--- src/rtl/hcp_pkg.sv ---
// Shared types, constants and character helpers for the hex colour command parser.
`timescale 1ns / 1ps
`default_nettype none
package hcp_pkg;

  localparam logic [7:0] KeyEsc      = 8'd27;
  localparam logic [7:0] KeyDel      = 8'd127;
  localparam logic [7:0] KeyCr       = 8'd13;
  localparam logic [7:0] CharHash    = 8'h23;
  localparam logic [7:0] CharBracket = 8'h5B;
  localparam logic [7:0] CharArrowLo = 8'h41;
  localparam logic [7:0] CharArrowHi = 8'h44;

  localparam int unsigned LineDepth = 7;
  localparam logic [2:0]  LineLen   = 3'd7;

  localparam logic [7:0] RedReset   = 8'd255;
  localparam logic [7:0] GreenReset = 8'd94;
  localparam logic [7:0] BlueReset  = 8'd0;

  typedef enum logic [1:0] {
    ST_OK  = 2'd0,
    ST_LEN = 2'd1,
    ST_FMT = 2'd2
  } status_t;

  typedef struct packed {
    logic [LineDepth-1:0][7:0] chars;
    logic [2:0]                fill;
  } line_t;

  typedef struct packed {
    status_t    status;
    logic [7:0] bad_char;
    logic       ok;
    logic [7:0] red;
    logic [7:0] green;
    logic [7:0] blue;
  } check_t;

  function automatic logic hex_ok(input logic [7:0] ch);
    hex_ok = (ch >= 8'h30 && ch <= 8'h39) || (ch >= 8'h41 && ch <= 8'h46) ||
             (ch >= 8'h61 && ch <= 8'h66);
  endfunction

  // letters have bit 6 set and low nibble 1..6 for A..F / a..f
  function automatic logic [3:0] hex_val(input logic [7:0] ch);
    hex_val = ch[6] ? (ch[3:0] + 4'd9) : ch[3:0];
  endfunction

endpackage
`default_nettype wire

--- src/rtl/hcp_line_edit.sv ---
// Line store with delete, escape swallowing and fill count.
`timescale 1ns / 1ps
`default_nettype none
module hcp_line_edit (
  input  wire logic          clk,
  input  wire logic          rst_n,
  input  wire logic          step,
  input  wire logic [7:0]    rx_byte,
  output hcp_pkg::line_t     line
);

  typedef enum logic [2:0] {
    ESC_IDLE    = 3'b001,
    ESC_SEEN    = 3'b010,
    ESC_BRACKET = 3'b100
  } esc_state_t;

  logic [hcp_pkg::LineDepth-1:0][7:0] chars_r;
  logic [2:0]                         fill_r, fill_nxt;
  esc_state_t                         esc_r, esc_nxt;
  logic                               keep;
  logic                               store;

  // escape filter: decides whether a plain byte is kept
  always_comb begin
    keep    = 1'b1;
    esc_nxt = ESC_IDLE;
    if (rx_byte == hcp_pkg::KeyEsc) begin
      keep    = 1'b0;
      esc_nxt = ESC_SEEN;
    end else begin
      unique case (esc_r)
        ESC_SEEN: begin
          if (rx_byte == hcp_pkg::CharBracket) begin
            keep    = 1'b0;
            esc_nxt = ESC_BRACKET;
          end
        end
        ESC_BRACKET: begin
          keep = !(rx_byte >= hcp_pkg::CharArrowLo && rx_byte <= hcp_pkg::CharArrowHi);
        end
        default: keep = 1'b1;
      endcase
    end
  end

  always_comb begin
    fill_nxt = fill_r;
    store    = 1'b0;
    priority if (rx_byte == hcp_pkg::KeyDel) begin
      if (fill_r != 3'd0) fill_nxt = fill_r - 3'd1;
    end else if (rx_byte == hcp_pkg::KeyCr) begin
      fill_nxt = 3'd0;
    end else begin
      // a full line drops plain bytes
      if (fill_r < hcp_pkg::LineLen) begin
        store = keep;
        if (keep) fill_nxt = fill_r + 3'd1;
      end
    end
  end

  // escape phase moves only for plain bytes while the line has room
  always_ff @(posedge clk) begin
    if (!rst_n) begin
      fill_r <= 3'd0;
      esc_r  <= ESC_IDLE;
    end else if (step) begin
      fill_r <= fill_nxt;
      if (rx_byte != hcp_pkg::KeyDel && rx_byte != hcp_pkg::KeyCr &&
          fill_r < hcp_pkg::LineLen) begin
        esc_r <= esc_nxt;
      end
    end
  end

  always_ff @(posedge clk) begin
    if (step && store) chars_r[fill_r] <= rx_byte;
  end

  assign line.chars = chars_r;
  assign line.fill  = fill_r;

`ifndef SYNTHESIS
  a_fill_bound: assert property (@(posedge clk) disable iff (!rst_n)
    fill_r <= hcp_pkg::LineLen)
    else $error("line fill count above line length");

  a_cr_empties: assert property (@(posedge clk) disable iff (!rst_n)
    step && rx_byte == hcp_pkg::KeyCr |=> fill_r == 3'd0)
    else $error("carriage return did not empty the line");

  a_del_shrinks: assert property (@(posedge clk) disable iff (!rst_n)
    step && rx_byte == hcp_pkg::KeyDel && fill_r != 3'd0 |=>
      fill_r == $past(fill_r) - 3'd1)
    else $error("delete did not drop one character");
`endif

endmodule
`default_nettype wire

--- src/rtl/hcp_line_check.sv ---
// Line validation and hex pair decode at carriage return.
`timescale 1ns / 1ps
`default_nettype none
module hcp_line_check (
  input  wire hcp_pkg::line_t line,
  input  wire logic [7:0]     red_level,
  input  wire logic [7:0]     green_level,
  input  wire logic [7:0]     blue_level,
  output hcp_pkg::check_t     result
);

  logic       found;
  logic [7:0] bad;

  // first non-hex digit among positions one to six
  always_comb begin
    found = 1'b0;
    bad   = 8'd0;
    for (int i = 1; i < hcp_pkg::LineDepth; i++) begin
      if (!found && !hcp_pkg::hex_ok(line.chars[i])) begin
        found = 1'b1;
        bad   = line.chars[i];
      end
    end
  end

  always_comb begin
    result.status   = hcp_pkg::ST_OK;
    result.bad_char = 8'd0;
    result.ok       = 1'b0;
    priority if (line.fill != hcp_pkg::LineLen) begin
      result.status = hcp_pkg::ST_LEN;
    end else if (line.chars[0] != hcp_pkg::CharHash) begin
      result.status   = hcp_pkg::ST_FMT;
      result.bad_char = line.chars[0];
    end else if (found) begin
      result.status   = hcp_pkg::ST_FMT;
      result.bad_char = bad;
    end else begin
      result.ok = 1'b1;
    end
    if (result.ok) begin
      result.red   = {hcp_pkg::hex_val(line.chars[1]), hcp_pkg::hex_val(line.chars[2])};
      result.green = {hcp_pkg::hex_val(line.chars[3]), hcp_pkg::hex_val(line.chars[4])};
      result.blue  = {hcp_pkg::hex_val(line.chars[5]), hcp_pkg::hex_val(line.chars[6])};
    end else begin
      result.red   = red_level;
      result.green = green_level;
      result.blue  = blue_level;
    end
  end

endmodule
`default_nettype wire

--- src/rtl/hex_color_command_parser.sv ---
// Top level: input register, line edit, line check, duty levels and result register.
`timescale 1ns / 1ps
`default_nettype none
// Takes one terminal byte per cycle and edits a seven-character command line
// ("#RRGGBB", hex in either case). Delete (127) removes the last character,
// ESC / ESC '[' / ESC '[' A-D are swallowed, and carriage return checks the
// line and yields one result: status, offending character and the current
// red, green and blue duties. No other byte yields a result. Bytes are
// registered on entry and processed from that input register, and a carriage
// return's result is then registered in the output register. Throughput is
// one byte per cycle; the input stalls only when a carriage return meets a
// result register that is still waiting to be taken.
// Duties reset to 255/94/0.
module hex_color_command_parser (
  input  wire logic       clk,
  input  wire logic       rst_n,
  input  wire logic       in_valid,
  output logic            in_ready,
  input  wire logic [7:0] in_rx_byte,
  output logic            out_valid,
  input  wire logic       out_ready,
  output logic [1:0]      out_status,
  output logic [7:0]      out_bad_char,
  output logic [7:0]      out_red_duty,
  output logic [7:0]      out_green_duty,
  output logic [7:0]      out_blue_duty
);

  logic            s1_valid_r;
  logic [7:0]      s1_byte_r;
  logic            s1_is_cr;
  logic            s1_adv;
  logic            out_free;
  logic            res_load;
  hcp_pkg::line_t  line;
  hcp_pkg::check_t chk;

  logic [7:0]      red_r, green_r, blue_r;
  logic            out_valid_r;
  logic [1:0]      status_r;
  logic [7:0]      bad_r, red_out_r, green_out_r, blue_out_r;

  assign s1_is_cr = s1_byte_r == hcp_pkg::KeyCr;
  assign out_free = !out_valid_r || out_ready;
  assign s1_adv   = s1_valid_r && (!s1_is_cr || out_free);
  assign res_load = s1_adv && s1_is_cr;
  assign in_ready = !s1_valid_r || s1_adv;

  always_ff @(posedge clk) begin
    if (!rst_n) begin
      s1_valid_r <= 1'b0;
    end else if (in_ready) begin
      s1_valid_r <= in_valid;
    end
  end

  always_ff @(posedge clk) begin
    if (in_ready && in_valid) s1_byte_r <= in_rx_byte;
  end

  hcp_line_edit u_edit (
    .clk     (clk),
    .rst_n   (rst_n),
    .step    (s1_adv),
    .rx_byte (s1_byte_r),
    .line    (line)
  );

  hcp_line_check u_check (
    .line        (line),
    .red_level   (red_r),
    .green_level (green_r),
    .blue_level  (blue_r),
    .result      (chk)
  );

  always_ff @(posedge clk) begin
    if (!rst_n) begin
      red_r   <= hcp_pkg::RedReset;
      green_r <= hcp_pkg::GreenReset;
      blue_r  <= hcp_pkg::BlueReset;
    end else if (res_load && chk.ok) begin
      red_r   <= chk.red;
      green_r <= chk.green;
      blue_r  <= chk.blue;
    end
  end

  always_ff @(posedge clk) begin
    if (!rst_n) begin
      out_valid_r <= 1'b0;
    end else if (res_load) begin
      out_valid_r <= 1'b1;
    end else if (out_ready) begin
      out_valid_r <= 1'b0;
    end
  end

  always_ff @(posedge clk) begin
    if (res_load) begin
      status_r    <= chk.status;
      bad_r       <= chk.bad_char;
      red_out_r   <= chk.red;
      green_out_r <= chk.green;
      blue_out_r  <= chk.blue;
    end
  end

  assign out_valid      = out_valid_r;
  assign out_status     = status_r;
  assign out_bad_char   = bad_r;
  assign out_red_duty   = red_out_r;
  assign out_green_duty = green_out_r;
  assign out_blue_duty  = blue_out_r;

`ifndef SYNTHESIS
  a_cr_gives_result: assert property (@(posedge clk) disable iff (!rst_n)
    res_load |=> out_valid_r)
    else $error("carriage return transfer produced no result");

  a_ok_latches: assert property (@(posedge clk) disable iff (!rst_n)
    res_load && chk.ok |=> red_r == red_out_r && green_r == green_out_r &&
      blue_r == blue_out_r)
    else $error("accepted colour not reflected in duty registers");

  a_stall_only_on_cr: assert property (@(posedge clk) disable iff (!rst_n)
    s1_valid_r && !s1_adv |-> s1_is_cr && out_valid_r && !out_ready)
    else $error("input stage stalled without a pending result");
`endif

endmodule
`default_nettype wire

--- config.mk ---
export PLATFORM = sky130hd
export DESIGN_NAME = hex_color_command_parser
export DESIGN_NICKNAME = d
export VERILOG_FILES = /design/src/rtl/hcp_pkg.sv /design/src/rtl/hcp_line_edit.sv /design/src/rtl/hcp_line_check.sv /design/src/rtl/hex_color_command_parser.sv
export SDC_FILE = /design/constraint.sdc
export NUM_CORES = 1
export LEC_CHECK = 0
export BUFFER_PORTS_ARGS = -buffer_cell sky130_fd_sc_hd__buf_2
export CAP_MARGIN = 20
export CORE_MARGIN = 10
export CORE_UTILIZATION = 65
export DETAILED_ROUTE_END_ITERATION = 10
export GPL_ROUTABILITY_DRIVEN = 1
export PLACE_DENSITY = 0.85
export SYNTH_ARGS = -nofsm -noshare
export SYNTH_HDL_FRONTEND = slang
export SYNTH_SLANG_ARGS = --single-unit
--- constraint.sdc ---
create_clock -name clk -period 4.95 [get_ports clk]
set_input_delay 0.495 -clock clk [delete_from_list [all_inputs] [get_ports clk]]
set_output_delay 0.495 -clock clk [all_outputs]
set_load 0.02 [all_outputs]
==> results.txt <==
Die Wd: 119 µm
Initial Util: 65.9%
Pwr Density: 334 mW/mm²
Setup CP Type: flip-flop to flip-flop
Post-synth EDFFs: 98
Crit path buffers/inverters: 2
Port Buf Inserts: 47
Final ANT Viol Nets: 0
#FFs+latches synth: 130
Worst path required time: 5.22 ns
Via count: 4681
CP startpoint kind: flip-flop
Hold Path Stages: 1
Die area: 0.0141 mm²
Antenna violations before repair: 0
Post-CTS sizing: 0
Largest cells by area after synthesis: edfxtp_1, dfxtp_1, ha_1
Final period utilization: 69.6%
Worst path max stage delay: 0.52 ns
Normalized max-slew margin: 46.4%
DRT met1 WL: 6.13 mm
R2r endpoint: out_green_duty[7]$_DFFE_PP_
Fin. Hold Viols: 0
Slew Limit Fails: 0
Leakage: 0.00261 µW
Die height: 119 µm
Worst R2R Setup Slack: 1.50 ns
Placer Congestion: 0.946
Async set or reset register ratio after synthesis: 0%
Synth warn: 0
Synth area leader: edfxtp_1
Final setup violation count: 0
Critical path cell sequence: inv_1 > ha_1 > nor3b_1 > o41ai_1 > and3_2 > nand4_4 > nor4_4 > buf_4 > mux2_2
Avg Cell Area, Syn: 11.3 µm²
Synthesis-to-finish area growth: 13.6%
Fmax: 290 MHz
Post-Route WL: 14.7 mm
Vias per cell: 6.19
TNS Setup: 0 ns
Period minus WS final: 3.45 ns
Worst-path fanout max: 68
CTS buffer count: 17
Postcts setup bufs: 0
Post-synthesis instance total: 563
Core area: 0.00964 mm²
Largest net degree at the start of global routing: 69
Synth Net Count: 603
Top Metal Used: met4
Initial DRC Count: 482
Seq/Total Area, Yosys: 56.4%
Final net count: 650
Status: completed
Clock root cell: clkbuf_8
Fillers: 665
Wire length per cell: 19.4 µm
Count of TritonRoute iterations in the first routing pass: 5
Synthesized area: 0.00635 mm²
Worst Tran Pin Value: 0.797 ns
Vias in the first global route: 4669
RSZ-0062 raised after global routing: false
Max-Cap Viols: 0
Worst Hold Launch: in_rx_byte[4]
Sink Count: 130
Worst hold path type: input pin to flip-flop
R2R cell count: 9
Overall Global Routing Usage: 20.8%
Yosys cell types: 69
CP max-delay cell: buf_4
Total global routing overflow: 0
CTS tree: done
Detail Placement HPWL: 10.0 mm
VDD IR max: 0.285 mV
Hold path endpoint: s1_byte_r[4]$_DFFE_PP_
Crit-path leading delay family: simple AND/OR/NAND/NOR gates
CTS clk-pin slew, worst paths: 0.06 ns
H-tree level count: 4
Worst R2R Start: u_edit.line[19]$_DFFE_PP_
Ys flop type: edfxtp_1
Antenna cells: 0
CTS max path bufs: 2
First-pass GRT wire length: 23.8 mm
Tot Pwr: 2410 µW
CP Capture Type: flip-flop
# hold bufs at CTS: 0
Worst-Skew Late Latency: 0.52 ns
Wire length on met3: 1.11 mm
DRC: 0
Share of post-route cells with drive strength above 1: 15.7%
I/O pin count: 48
Layout Utilization: 74.8%
Wire length on met2: 7.07 mm
Area share of the leading cell type in the synthesized netlist: 46.4%
Worst Path Arrival: 3.71 ns
Rows: 36
Clock Skews: 0.00668 ns
[sequential cells by signal (all words and copies together), names as in the netlist, 8 cells and up]
signal / cells
out_red_duty: 8
out_green_duty: 8
u_edit.line: 56
red_r: 8
out_bad_char: 8
blue_r: 8
s1_byte_r: 8
green_r: 8
out_blue_duty: 8
[metal layers]
layer	up-vias	global-route usage (%)
met4	0	8.85
met5	-	0
met2	204	33.3
met3	37	5.67
li1	2183	-
met1	2257	26.1
[layout make-up]
| cell class | count | area [µm²] | share of cell area, % |
|---|---|---|---|
| flip-flops and latches | 130 | 3580 | 49.7 |
| multi-input cells | 382 | 2550 | 35.4 |
| clock buffers | 22 | 453 | 6.28 |
| repair buffers | 52 | 274 | 3.80 |
| well taps | 133 | 166 | 2.31 |
| inverters | 27 | 101 | 1.41 |
| clock inverters | 10 | 85.1 | 1.18 |
[synth_stat cells, drive strengths merged (13+ instances only)]
cell type / n
o21ai: 19
inv: 26
nand2: 36
mux2i: 14
clkbuf: 13
and3: 17
nor3: 15
dfxtp: 32
ha: 28
edfxtp: 98
a21oi: 43
nor2: 63
[worst reg2reg max path, delay by kind of cell, from the launching register on]
kind                       cells  cell delay (ns)
DFF                            1             0.46
AOI/OAI and AO/OA              1             0.42
and+or+nand+nor                4             1.02
adders and majority gates      1             0.23
buffers and inverters          2             0.64
muxes                          1             0.42
[stage by stage]
step,hold slack (ns),setup slack (ns),cells,area [µm²]
6_report,0.153,1.50,756,7210
5_1_grt,0.135,1.29,756,7210
4_1_cts,0.142,1.46,753,7190
3_5_place_dp,0.489,1.52,721,6650
3_3_place_gp,0.475,1.70,721,6650
2_1_floorplan,0.456,1.79,563,6350
[cell usage in the layout (no fill, tap or decap), drive strengths merged, types with 10 or more instances in the layout]
cell	n
nor2	63
nand2	36
nand2b	12
mux2i	14
dfxtp	32
and3	17
buf	51
xnor2	10
nor3	15
inv	26
clkbuf	23
a21oi	43
ha	28
o21ai	19
nand3	12
edfxtp	98
[where the power goes]
part | internal (µW) | switching, µW
Combinational | 20.9 | 33.1
Clock | 687 | 446
Sequential | 1190 | 33.6
Total | 1900 | 512
[cell families (layout without fill, tap and decap cells)]
| kind of cell | Yosys count | after routing | synth area share, % |
|---|---|---|---|
| compound gates | 122 | 122 | 12.7 |
| xor+xnor | 18 | 18 | 2.48 |
| flops | 130 | 130 | 56.4 |
| fa+ha+maj | 28 | 28 | 5.52 |
| buf+inv | 51 | 111 | 3.41 |
| simple gates | 195 | 195 | 16.3 |
| mux | 19 | 19 | 3.09 |
[worst max-delay path by stage]
stage                                   start                           to  slack, ns  depth (start not counted)
floorplan              s1_byte_r[1]$_DFFE_PP_       blue_r[5]$_SDFFE_PN0P_       1.79                          7
global placement    u_edit.line[19]$_DFFE_PP_      green_r[7]$_SDFFE_PN0P_       1.70                          9
detailed placement  u_edit.line[19]$_DFFE_PP_       blue_r[2]$_SDFFE_PN0P_       1.52                          9
CTS                 u_edit.line[19]$_DFFE_PP_       blue_r[7]$_SDFFE_PN0P_       1.46                          9
global route        u_edit.line[19]$_DFFE_PP_   out_blue_duty[2]$_DFFE_PP_       1.29                          9
finish              u_edit.line[19]$_DFFE_PP_  out_green_duty[7]$_DFFE_PP_       1.50                          9
Power figures use the tool's default switching activity.
